===== config.mk =====
export PLATFORM = sky130hd
export DESIGN_NAME = fixed_partition_fit_allocator
export DESIGN_NICKNAME = d
export VERILOG_FILES = /design/src/rtl/fpfa_pkg.sv /design/src/rtl/fpfa_cell.sv /design/src/rtl/fixed_partition_fit_allocator.sv
export SDC_FILE = /design/constraint.sdc
export NUM_CORES = 2
export LEC_CHECK = 0
export ABC_AREA = 1
export BUFFER_PORTS_ARGS = -buffer_cell sky130_fd_sc_hd__buf_2
export CAP_MARGIN = 20
export CELL_PAD_IN_SITES_DETAIL_PLACEMENT = 1
export CELL_PAD_IN_SITES_GLOBAL_PLACEMENT = 2
export CORE_MARGIN = 4
export CORE_UTILIZATION = 42
export DETAILED_ROUTE_END_ITERATION = 16
export PLACE_DENSITY = 0.82
export SETUP_SLACK_MARGIN = 0.1
export SKIP_LAST_GASP = 1
export SLEW_MARGIN = 30
export SYNTH_ARGS = -nofsm -noshare
export SYNTH_HDL_FRONTEND = slang
export SYNTH_HIERARCHICAL = 1
export SYNTH_SLANG_ARGS = --single-unit

===== constraint.sdc =====
create_clock -name clock -period 5.7 [get_ports clock]
set_input_delay 0.57 -clock clock [delete_from_list [all_inputs] [get_ports clock]]
set_output_delay 0.57 -clock clock [all_outputs]
set_load 0.02 [all_outputs]

===== src/rtl/fpfa_pkg.sv =====
// ----------------------------------------------------------------------------
// fpfa_pkg
// Shared types and constants of the fixed partition fit allocator.
// ----------------------------------------------------------------------------
package fpfa_pkg;

   localparam int DEF_MAX_BLOCKS = 16;
   localparam int DEF_SIZE_BITS  = 16;

   localparam int FIELD_INDEX_W  = 4;
   localparam int FIELD_SIZE_W   = 16;
   localparam int FIELD_STATUS_W = 2;
   localparam int CSR_DATA_W     = 5;
   localparam int CSR_COUNT_W    = 5;

   localparam logic       CSR_FIT_POLICY  = 1'b0;
   localparam logic       CSR_BLOCK_COUNT = 1'b1;

   localparam logic [1:0] FIT_FIRST = 2'd0;
   localparam logic [1:0] FIT_BEST  = 2'd1;
   localparam logic [1:0] FIT_WORST = 2'd2;

   localparam logic       MODE_LOAD    = 1'b0;
   localparam logic       MODE_REQUEST = 1'b1;

   localparam logic [1:0] STATUS_LOADED = 2'd0;
   localparam logic [1:0] STATUS_ALLOC  = 2'd1;
   localparam logic [1:0] STATUS_NOFIT  = 2'd2;
   localparam logic [1:0] STATUS_RANGE  = 2'd3;

   typedef enum logic [1:0] {
      ST_IDLE,
      ST_SCAN,
      ST_DONE
   } state_type;

   typedef struct packed {
      logic valid;
      logic found;
   } scan_flags_type;

endpackage


===== src/rtl/fpfa_cell.sv =====
// ----------------------------------------------------------------------------
// fpfa_cell
// One partition slot: holds its size and used mark, and refines the scan
// candidate that passes through it on its way down the chain.
// ----------------------------------------------------------------------------
module fpfa_cell
   import fpfa_pkg::*;
#(
   parameter int INDEX     = 0,
   parameter int IDX_W     = 4,
   parameter int LIVE_W    = 5,
   parameter int SIZE_BITS = DEF_SIZE_BITS
) (
   input  logic                     clock,
   input  logic                     reset,
   input  logic [1:0]               fit_policy,
   input  logic [LIVE_W-1:0]        live_count,
   input  logic                     ld_we,
   input  logic [FIELD_INDEX_W-1:0] ld_idx,
   input  logic [SIZE_BITS-1:0]     ld_size,
   input  logic                     mk_we,
   input  logic [IDX_W-1:0]         mk_idx,
   input  scan_flags_type           flags_i,
   input  logic [SIZE_BITS-1:0]     req_i,
   input  logic [IDX_W-1:0]         best_idx_i,
   input  logic [SIZE_BITS-1:0]     best_size_i,
   output scan_flags_type           flags_o,
   output logic [SIZE_BITS-1:0]     req_o,
   output logic [IDX_W-1:0]         best_idx_o,
   output logic [SIZE_BITS-1:0]     best_size_o
);

   logic [SIZE_BITS-1:0] size_ff;
   logic                 used_ff;
   scan_flags_type       flags_ff, flags_in;
   logic [SIZE_BITS-1:0] req_ff;
   logic [IDX_W-1:0]     best_idx_ff, best_idx_in;
   logic [SIZE_BITS-1:0] best_size_ff, best_size_in;
   logic                 ld_hit, mk_hit, fits, take;

   assign ld_hit = ld_we && (LIVE_W'(ld_idx) == LIVE_W'(INDEX));
   assign mk_hit = mk_we && (mk_idx == IDX_W'(INDEX));

   always_comb begin
      fits = (LIVE_W'(INDEX) < live_count) && !used_ff && (size_ff >= req_i);
      take = fits && (!flags_i.found
                      || ((fit_policy == FIT_BEST)  && (size_ff < best_size_i))
                      || ((fit_policy == FIT_WORST) && (size_ff > best_size_i)));
      flags_in.valid = flags_i.valid;
      flags_in.found = flags_i.found || fits;
      best_idx_in    = take ? IDX_W'(INDEX) : best_idx_i;
      best_size_in   = take ? size_ff : best_size_i;
   end

   always_ff @(posedge clock) begin
      if (reset) begin
         size_ff  <= '0;
         used_ff  <= 1'b0;
         flags_ff <= '0;
      end else begin
         if (ld_hit) begin
            size_ff <= ld_size;
            used_ff <= 1'b0;
         end else if (mk_hit) begin
            used_ff <= 1'b1;
         end
         flags_ff <= flags_in;
      end
   end

   always_ff @(posedge clock) begin
      req_ff       <= req_i;
      best_idx_ff  <= best_idx_in;
      best_size_ff <= best_size_in;
   end

   assign flags_o     = flags_ff;
   assign req_o       = req_ff;
   assign best_idx_o  = best_idx_ff;
   assign best_size_o = best_size_ff;

endmodule


===== src/rtl/fixed_partition_fit_allocator.sv =====
// ----------------------------------------------------------------------------
// fixed_partition_fit_allocator
// Fixed partition table with first, best and worst fit allocation.
// ----------------------------------------------------------------------------
// Each partition lives in one cell of a chain of MAX_BLOCKS cells. A request
// walks the chain one cell per clock: it is accepted and enters the chain,
// passes through every cell, and then the winner is marked and the result
// is staged; it moves to the output register once that register is free.
// An in-range load writes its cell on acceptance and then stages its status.
// Items are handled one at a time; a finished result waits in its own output
// register, so the next transaction can be accepted before it is taken.
// ----------------------------------------------------------------------------
module fixed_partition_fit_allocator
   import fpfa_pkg::*;
#(
   parameter int MAX_BLOCKS = DEF_MAX_BLOCKS,
   parameter int SIZE_BITS  = DEF_SIZE_BITS
) (
   input  logic                  clock,
   input  logic                  reset,
   input  logic                  csr_we,
   input  logic                  csr_index,
   input  logic [CSR_DATA_W-1:0] csr_wdata,
   input  logic                  req_tvalid,
   output logic                  req_tready,
   input  logic [23:0]           req_tdata,  // block_index, size_value, zero pad
   input  logic                  req_tuser,  // mode
   input  logic                  req_tlast,
   output logic                  rsp_tvalid,
   input  logic                  rsp_tready,
   output logic [7:0]            rsp_tdata,  // chosen_block, zero pad
   output logic [1:0]            rsp_tuser,  // status
   output logic                  rsp_tlast
);

   localparam int IDX_W   = $clog2(MAX_BLOCKS);
   localparam int CNT_W   = $clog2(MAX_BLOCKS + 1);
   localparam int LIVE_W  = (CNT_W > CSR_COUNT_W) ? CNT_W : CSR_COUNT_W;

   logic [1:0]             policy_ff;
   logic [CSR_COUNT_W-1:0] count_ff;
   logic [LIVE_W-1:0]      live_count;

   state_type              state_ff, state_in;
   logic [1:0]             res_status_ff, res_status_in;
   logic [FIELD_INDEX_W-1:0] res_chosen_ff, res_chosen_in;
   logic                   res_last_ff, res_last_in;
   logic                   rsp_valid_ff, rsp_valid_in;
   logic [1:0]             rsp_status_ff;
   logic [FIELD_INDEX_W-1:0] rsp_chosen_ff;
   logic                   rsp_last_ff;
   logic                   rsp_load;

   logic                   accept, launch, ld_we, mk_we, in_range;
   logic [FIELD_INDEX_W-1:0] in_index;
   logic [SIZE_BITS-1:0]   in_size;

   scan_flags_type         flags [MAX_BLOCKS+1];
   logic [SIZE_BITS-1:0]   req_sz [MAX_BLOCKS+1];
   logic [IDX_W-1:0]       best_idx [MAX_BLOCKS+1];
   logic [SIZE_BITS-1:0]   best_size [MAX_BLOCKS+1];

   assign in_index = req_tdata[FIELD_INDEX_W-1:0];
   assign in_size  = SIZE_BITS'(req_tdata[FIELD_INDEX_W +: FIELD_SIZE_W]);

   assign live_count = (LIVE_W'(count_ff) > LIVE_W'(MAX_BLOCKS))
                       ? LIVE_W'(MAX_BLOCKS) : LIVE_W'(count_ff);
   assign in_range   = LIVE_W'(in_index) < live_count;

   always_ff @(posedge clock) begin
      if (reset) begin
         policy_ff <= FIT_FIRST;
         count_ff  <= CSR_COUNT_W'(16);
      end else if (csr_we) begin
         unique case (csr_index)
            CSR_FIT_POLICY:  policy_ff <= csr_wdata[1:0];
            CSR_BLOCK_COUNT: count_ff  <= csr_wdata[CSR_COUNT_W-1:0];
            default: ;
         endcase
      end
   end

   assign flags[0].valid = launch;
   assign flags[0].found = 1'b0;
   assign req_sz[0]      = in_size;
   assign best_idx[0]    = '0;
   assign best_size[0]   = '0;

   for (genvar i = 0; i < MAX_BLOCKS; i++) begin : g_cell
      fpfa_cell #(
         .INDEX     (i),
         .IDX_W     (IDX_W),
         .LIVE_W    (LIVE_W),
         .SIZE_BITS (SIZE_BITS)
      ) u_cell (
         .clock       (clock),
         .reset       (reset),
         .fit_policy  (policy_ff),
         .live_count  (live_count),
         .ld_we       (ld_we),
         .ld_idx      (in_index),
         .ld_size     (in_size),
         .mk_we       (mk_we),
         .mk_idx      (best_idx[MAX_BLOCKS]),
         .flags_i     (flags[i]),
         .req_i       (req_sz[i]),
         .best_idx_i  (best_idx[i]),
         .best_size_i (best_size[i]),
         .flags_o     (flags[i+1]),
         .req_o       (req_sz[i+1]),
         .best_idx_o  (best_idx[i+1]),
         .best_size_o (best_size[i+1])
      );
   end

   always_comb begin
      state_in      = state_ff;
      res_status_in = res_status_ff;
      res_chosen_in = res_chosen_ff;
      res_last_in   = res_last_ff;
      req_tready    = 1'b0;
      accept        = 1'b0;
      launch        = 1'b0;
      ld_we         = 1'b0;
      mk_we         = 1'b0;
      rsp_load      = 1'b0;
      unique case (state_ff)
         ST_IDLE: begin
            req_tready = 1'b1;
            accept     = req_tvalid;
            if (accept) begin
               res_last_in   = req_tlast;
               res_chosen_in = '0;
               if (req_tuser == MODE_LOAD) begin
                  ld_we         = in_range;
                  res_status_in = in_range ? STATUS_LOADED : STATUS_RANGE;
                  state_in      = ST_DONE;
               end else begin
                  launch   = 1'b1;
                  state_in = ST_SCAN;
               end
            end
         end
         ST_SCAN: begin
            if (flags[MAX_BLOCKS].valid) begin
               mk_we = flags[MAX_BLOCKS].found;
               if (flags[MAX_BLOCKS].found) begin
                  res_status_in = STATUS_ALLOC;
                  res_chosen_in = FIELD_INDEX_W'(best_idx[MAX_BLOCKS]);
               end else begin
                  res_status_in = STATUS_NOFIT;
                  res_chosen_in = '0;
               end
               state_in = ST_DONE;
            end
         end
         ST_DONE: begin
            if (!rsp_valid_ff || rsp_tready) begin
               rsp_load = 1'b1;
               state_in = ST_IDLE;
            end
         end
         default: state_in = ST_IDLE;
      endcase
   end

   always_comb begin
      rsp_valid_in = rsp_valid_ff;
      if (rsp_load) begin
         rsp_valid_in = 1'b1;
      end else if (rsp_tready) begin
         rsp_valid_in = 1'b0;
      end
   end

   always_ff @(posedge clock) begin
      if (reset) begin
         state_ff     <= ST_IDLE;
         rsp_valid_ff <= 1'b0;
      end else begin
         state_ff     <= state_in;
         rsp_valid_ff <= rsp_valid_in;
      end
   end

   always_ff @(posedge clock) begin
      res_status_ff <= res_status_in;
      res_chosen_ff <= res_chosen_in;
      res_last_ff   <= res_last_in;
      if (rsp_load) begin
         rsp_status_ff <= res_status_ff;
         rsp_chosen_ff <= res_chosen_ff;
         rsp_last_ff   <= res_last_ff;
      end
   end

   assign rsp_tvalid = rsp_valid_ff;
   assign rsp_tdata  = {4'b0000, rsp_chosen_ff};
   assign rsp_tuser  = rsp_status_ff;
   assign rsp_tlast  = rsp_last_ff;

endmodule

==> impl_table.tex <==
\begin{tabular}{lr}
\hline
Metric & Value \\
\hline
\multicolumn{2}{l}{\textbf{Outcome}} \\
\quad Run status & finished clean \\
\multicolumn{2}{l}{\textbf{Floorplanning}} \\
\quad Die Outline Area & 106,500 um2 \\
\quad Initial cell density of the core & 42.44\% \\
\quad IO Count & 50 \\
\quad Site Rows & 116 \\
\quad Vertical die dimension & 326.4 um \\
\quad Total core area & 100,300 um2 \\
\quad Overall die width & 326.4 um \\
\multicolumn{2}{l}{\textbf{STA}} \\
\quad Slew HR & 34.25\% \\
\quad Worst-case hold slack & 91.74 ps \\
\quad Count of final max-slew check failures & 0 \\
\quad RSZ-0062 raised after global routing & no \\
\quad Crit path time final & 3882 ps \\
\quad Maximum clock frequency & 0.2576 GHz \\
\quad Clock skew after layout & 31.91 ps \\
\quad Setup TNS & 0 ps \\
\quad Final period utilization & 68.11\% \\
\quad Final Hold Vio Count & 0 \\
\quad Slew @ Worst Pin & 986.3 ps \\
\quad Number of setup violations in the final report & 0 \\
\multicolumn{2}{l}{\textbf{Clock tree}} \\
\quad TritonCTS clock tree & built \\
\quad H-tree levels & 3 \\
\quad Root Driver & clkbuf\_16 \\
\quad Worst-Skew Late Latency & 680 ps \\
\quad Number of sinks on the clock net & 872 \\
\quad Clock-pin transition on the worst setup and hold timing paths & 60 ps \\
\quad Total clock buffers created by CTS & 97 \\
\quad Hold buffer count at cts & 0 \\
\quad Setup repair bufs after CTS & 0 \\
\quad CTS max path bufs & 3 \\
\quad Post-cts resize count & 0 \\
\multicolumn{2}{l}{\textbf{Critical path}} \\
\quad Critical Path Most Common Cell & nor2\_1 \\
\quad CP peak stage delay & 780 ps \\
\quad Worst path top cell family by delay & buffers and inverters \\
\quad Buffers plus inverters on the worst setup path & 5 \\
\quad Ordered cell list for the critical path & nor2\_1 -> buf\_4 -> inv\_1 -> ha\_1 -> inv\_1 -> nor2\_1 -> a21oi\_1 -> nand2\_1 -> nor2\_1 -> buf\_4 -> and3\_1 -> clkinv\_1 -> a211oi\_1 \\
\quad Worst Path Required & 6270 ps \\
\quad Sort of element at the start of the critical path & flip-flop \\
\quad Type of element capturing the critical path & flip-flop \\
\quad Cell with the largest stage delay on the worst path & clkinv\_1 \\
\quad Classification of the worst setup path & flip-flop to flip-flop \\
\quad Worst endpoint data arrival time & 4450 ps \\
\quad Top fanout value on the critical path & 17 \\
\multicolumn{2}{l}{\textbf{Global route}} \\
\quad Global-route wire length before repair & 207,700 um \\
\quad Met2 Resource Use GR & 47.99\% \\
\quad Initial antenna violation count & 15 \\
\quad GR Layer Usage met3 & 3.362\% \\
\quad Number of global-route vias before repair & 35,540 \\
\quad Overall track demand over capacity in global routing & 25.41\% \\
\quad GRT met1 Usage & 29.23\% \\
\quad Layer carrying the most global-route usage & met2 \\
\quad Total congestion overflow & 0 \\
\quad Maximum number of pins on one net before global-route repair & 122 \\
\multicolumn{2}{l}{\textbf{Run}} \\
\quad Number of violations of the max-capacitance limit & 0 \\
\multicolumn{2}{l}{\textbf{Final layout}} \\
\quad Highest-count cells in the layout ignoring fill and taps & nand2\_1, dfxtp\_1, inv\_1 \\
\quad Share of layout cells above drive strength 1 & 8.918\% \\
\quad Commonest non-fill, non-tap cell in the layout & nand2\_1 \\
\quad Seq. cell area & 17,600 um2 \\
\quad Non-filler instance count after layout & 6,998 \\
\quad Total area of multi-input combinational cells & 20,760 um2 \\
\quad Relative area change from synthesis to final layout & 11.42\% \\
\quad Nets@finish & 6,111 \\
\quad Fill cells & 12,320 \\
\multicolumn{2}{l}{\textbf{Route}} \\
\quad Number of violations reported at the end of detailed-routing iteration 0 & 1,641 \\
\quad Via count & 34,690 \\
\quad Via density per instance & 4.957 \\
\quad 1st-pass router iterations & 6 \\
\quad Final wirelength & 136,500 um \\
\quad Wirelength per Cell & 19.50 um \\
\quad Number of remaining DRC errors & 0 \\
\quad Post-DRT Antenna Nets & 0 \\
\multicolumn{2}{l}{\textbf{Pwr}} \\
\quad Leak & 24.38 nW \\
\quad Highest ir drop seen on vdd & 0.0002328 V \\
\quad Pwr per Cell Area & 304.6 nW/um2 \\
\multicolumn{2}{l}{\textbf{Logic synthesis}} \\
\quad Synth Area per Inst & 7.761 um2 \\
\quad Synthesized instance count & 5,485 \\
\quad Yosys synthesis warning count & 6 \\
\quad Cell area after synthesis & 42,570 um2 \\
\multicolumn{2}{l}{\textbf{Placed design}} \\
\quad Number of I/O port buffers & 41 \\
\quad Post-DP HPWL & 98,490 um \\
\quad Count of placed standard cells including taps & 6,817 \\
\quad RD Place Congestion & 0.8473 \\
\multicolumn{2}{l}{\textbf{Hold path}} \\
\quad Path class of the lowest-slack min-delay path & primary input to flip-flop \\
\hline
\end{tabular}
-- power breakdown --
part / total, mW / switching (mW) / internal [mW]
Combinational: 0.980 / 0.679 / 0.301
Clock: 6.85 / 2.69 / 4.16
Sequential: 6.62 / 0.228 / 6.39
Total: 14.4 / 3.60 / 10.8
-- flip-flops by register name, indices dropped and copies added, names as in the netlist --
name and count:
res_status_ff 2, res_last_ff 1, g_cell.u_cell/best_idx_o 64, res_chosen_ff 4
g_cell.u_cell/best_size_o 240, g_cell.u_cell/size_ff 256, g_cell.u_cell/flags_o 32, g_cell.u_cell/req_o 240
state_ff 2, count_ff 5, rsp_tuser 2, rsp_tlast 1
g_cell.u_cell/used_ff 16, policy_ff 2, rsp_tvalid 1, rsp_chosen_ff 4
-- area by class of cell --
type	instances	share of cell area, %
multi-input combinational	3617	43.76
sequential	872	37.11
inverter	892	7.075
clock buffer	129	5.754
tap	1357	3.580
clock inverter	51	1.630
timing repair buffer	79	1.087
antenna	1	0.005276
-- per-stage QoR --
stage	utilization, %	worst slack, ps	total power [mW]	instance area, um2
floorplan	-	2739	7.263	42720
global placement	43.79	1771	7.708	43920
detailed placement	43.79	1765	7.743	43920
CTS	47.28	1810	14.63	47420
global route	47.29	1442	15.03	47430
finish	47.29	1818	14.44	47430
-- routing by layer --
metal  vias up  part of all wire, %
met5         -                0.020
met2       528                   52
met4         4                  3.9
met3       240                  3.6
li1      17340                    -
met1     16570                   40
-- final timing paths --
check	start	endpoint	slack (ps)	depth (start not counted)
hold / removal	req_tlast	res_last_ff$_DFFE_PP_	90	1
setup reg to reg	count_ff[4]$_SDFFE_PP1P_	g_cell[10].u_cell/size_ff[0]$_SDFFE_PP0P_	1820	13
setup / recovery	count_ff[4]$_SDFFE_PP1P_	g_cell[10].u_cell/size_ff[0]$_SDFFE_PP0P_	1820	13
hold reg to reg	g_cell[6].u_cell/req_o[15]$_DFF_P_	g_cell[7].u_cell/req_o[15]$_DFF_P_	340	0
(Power assumes the default switching activity.)
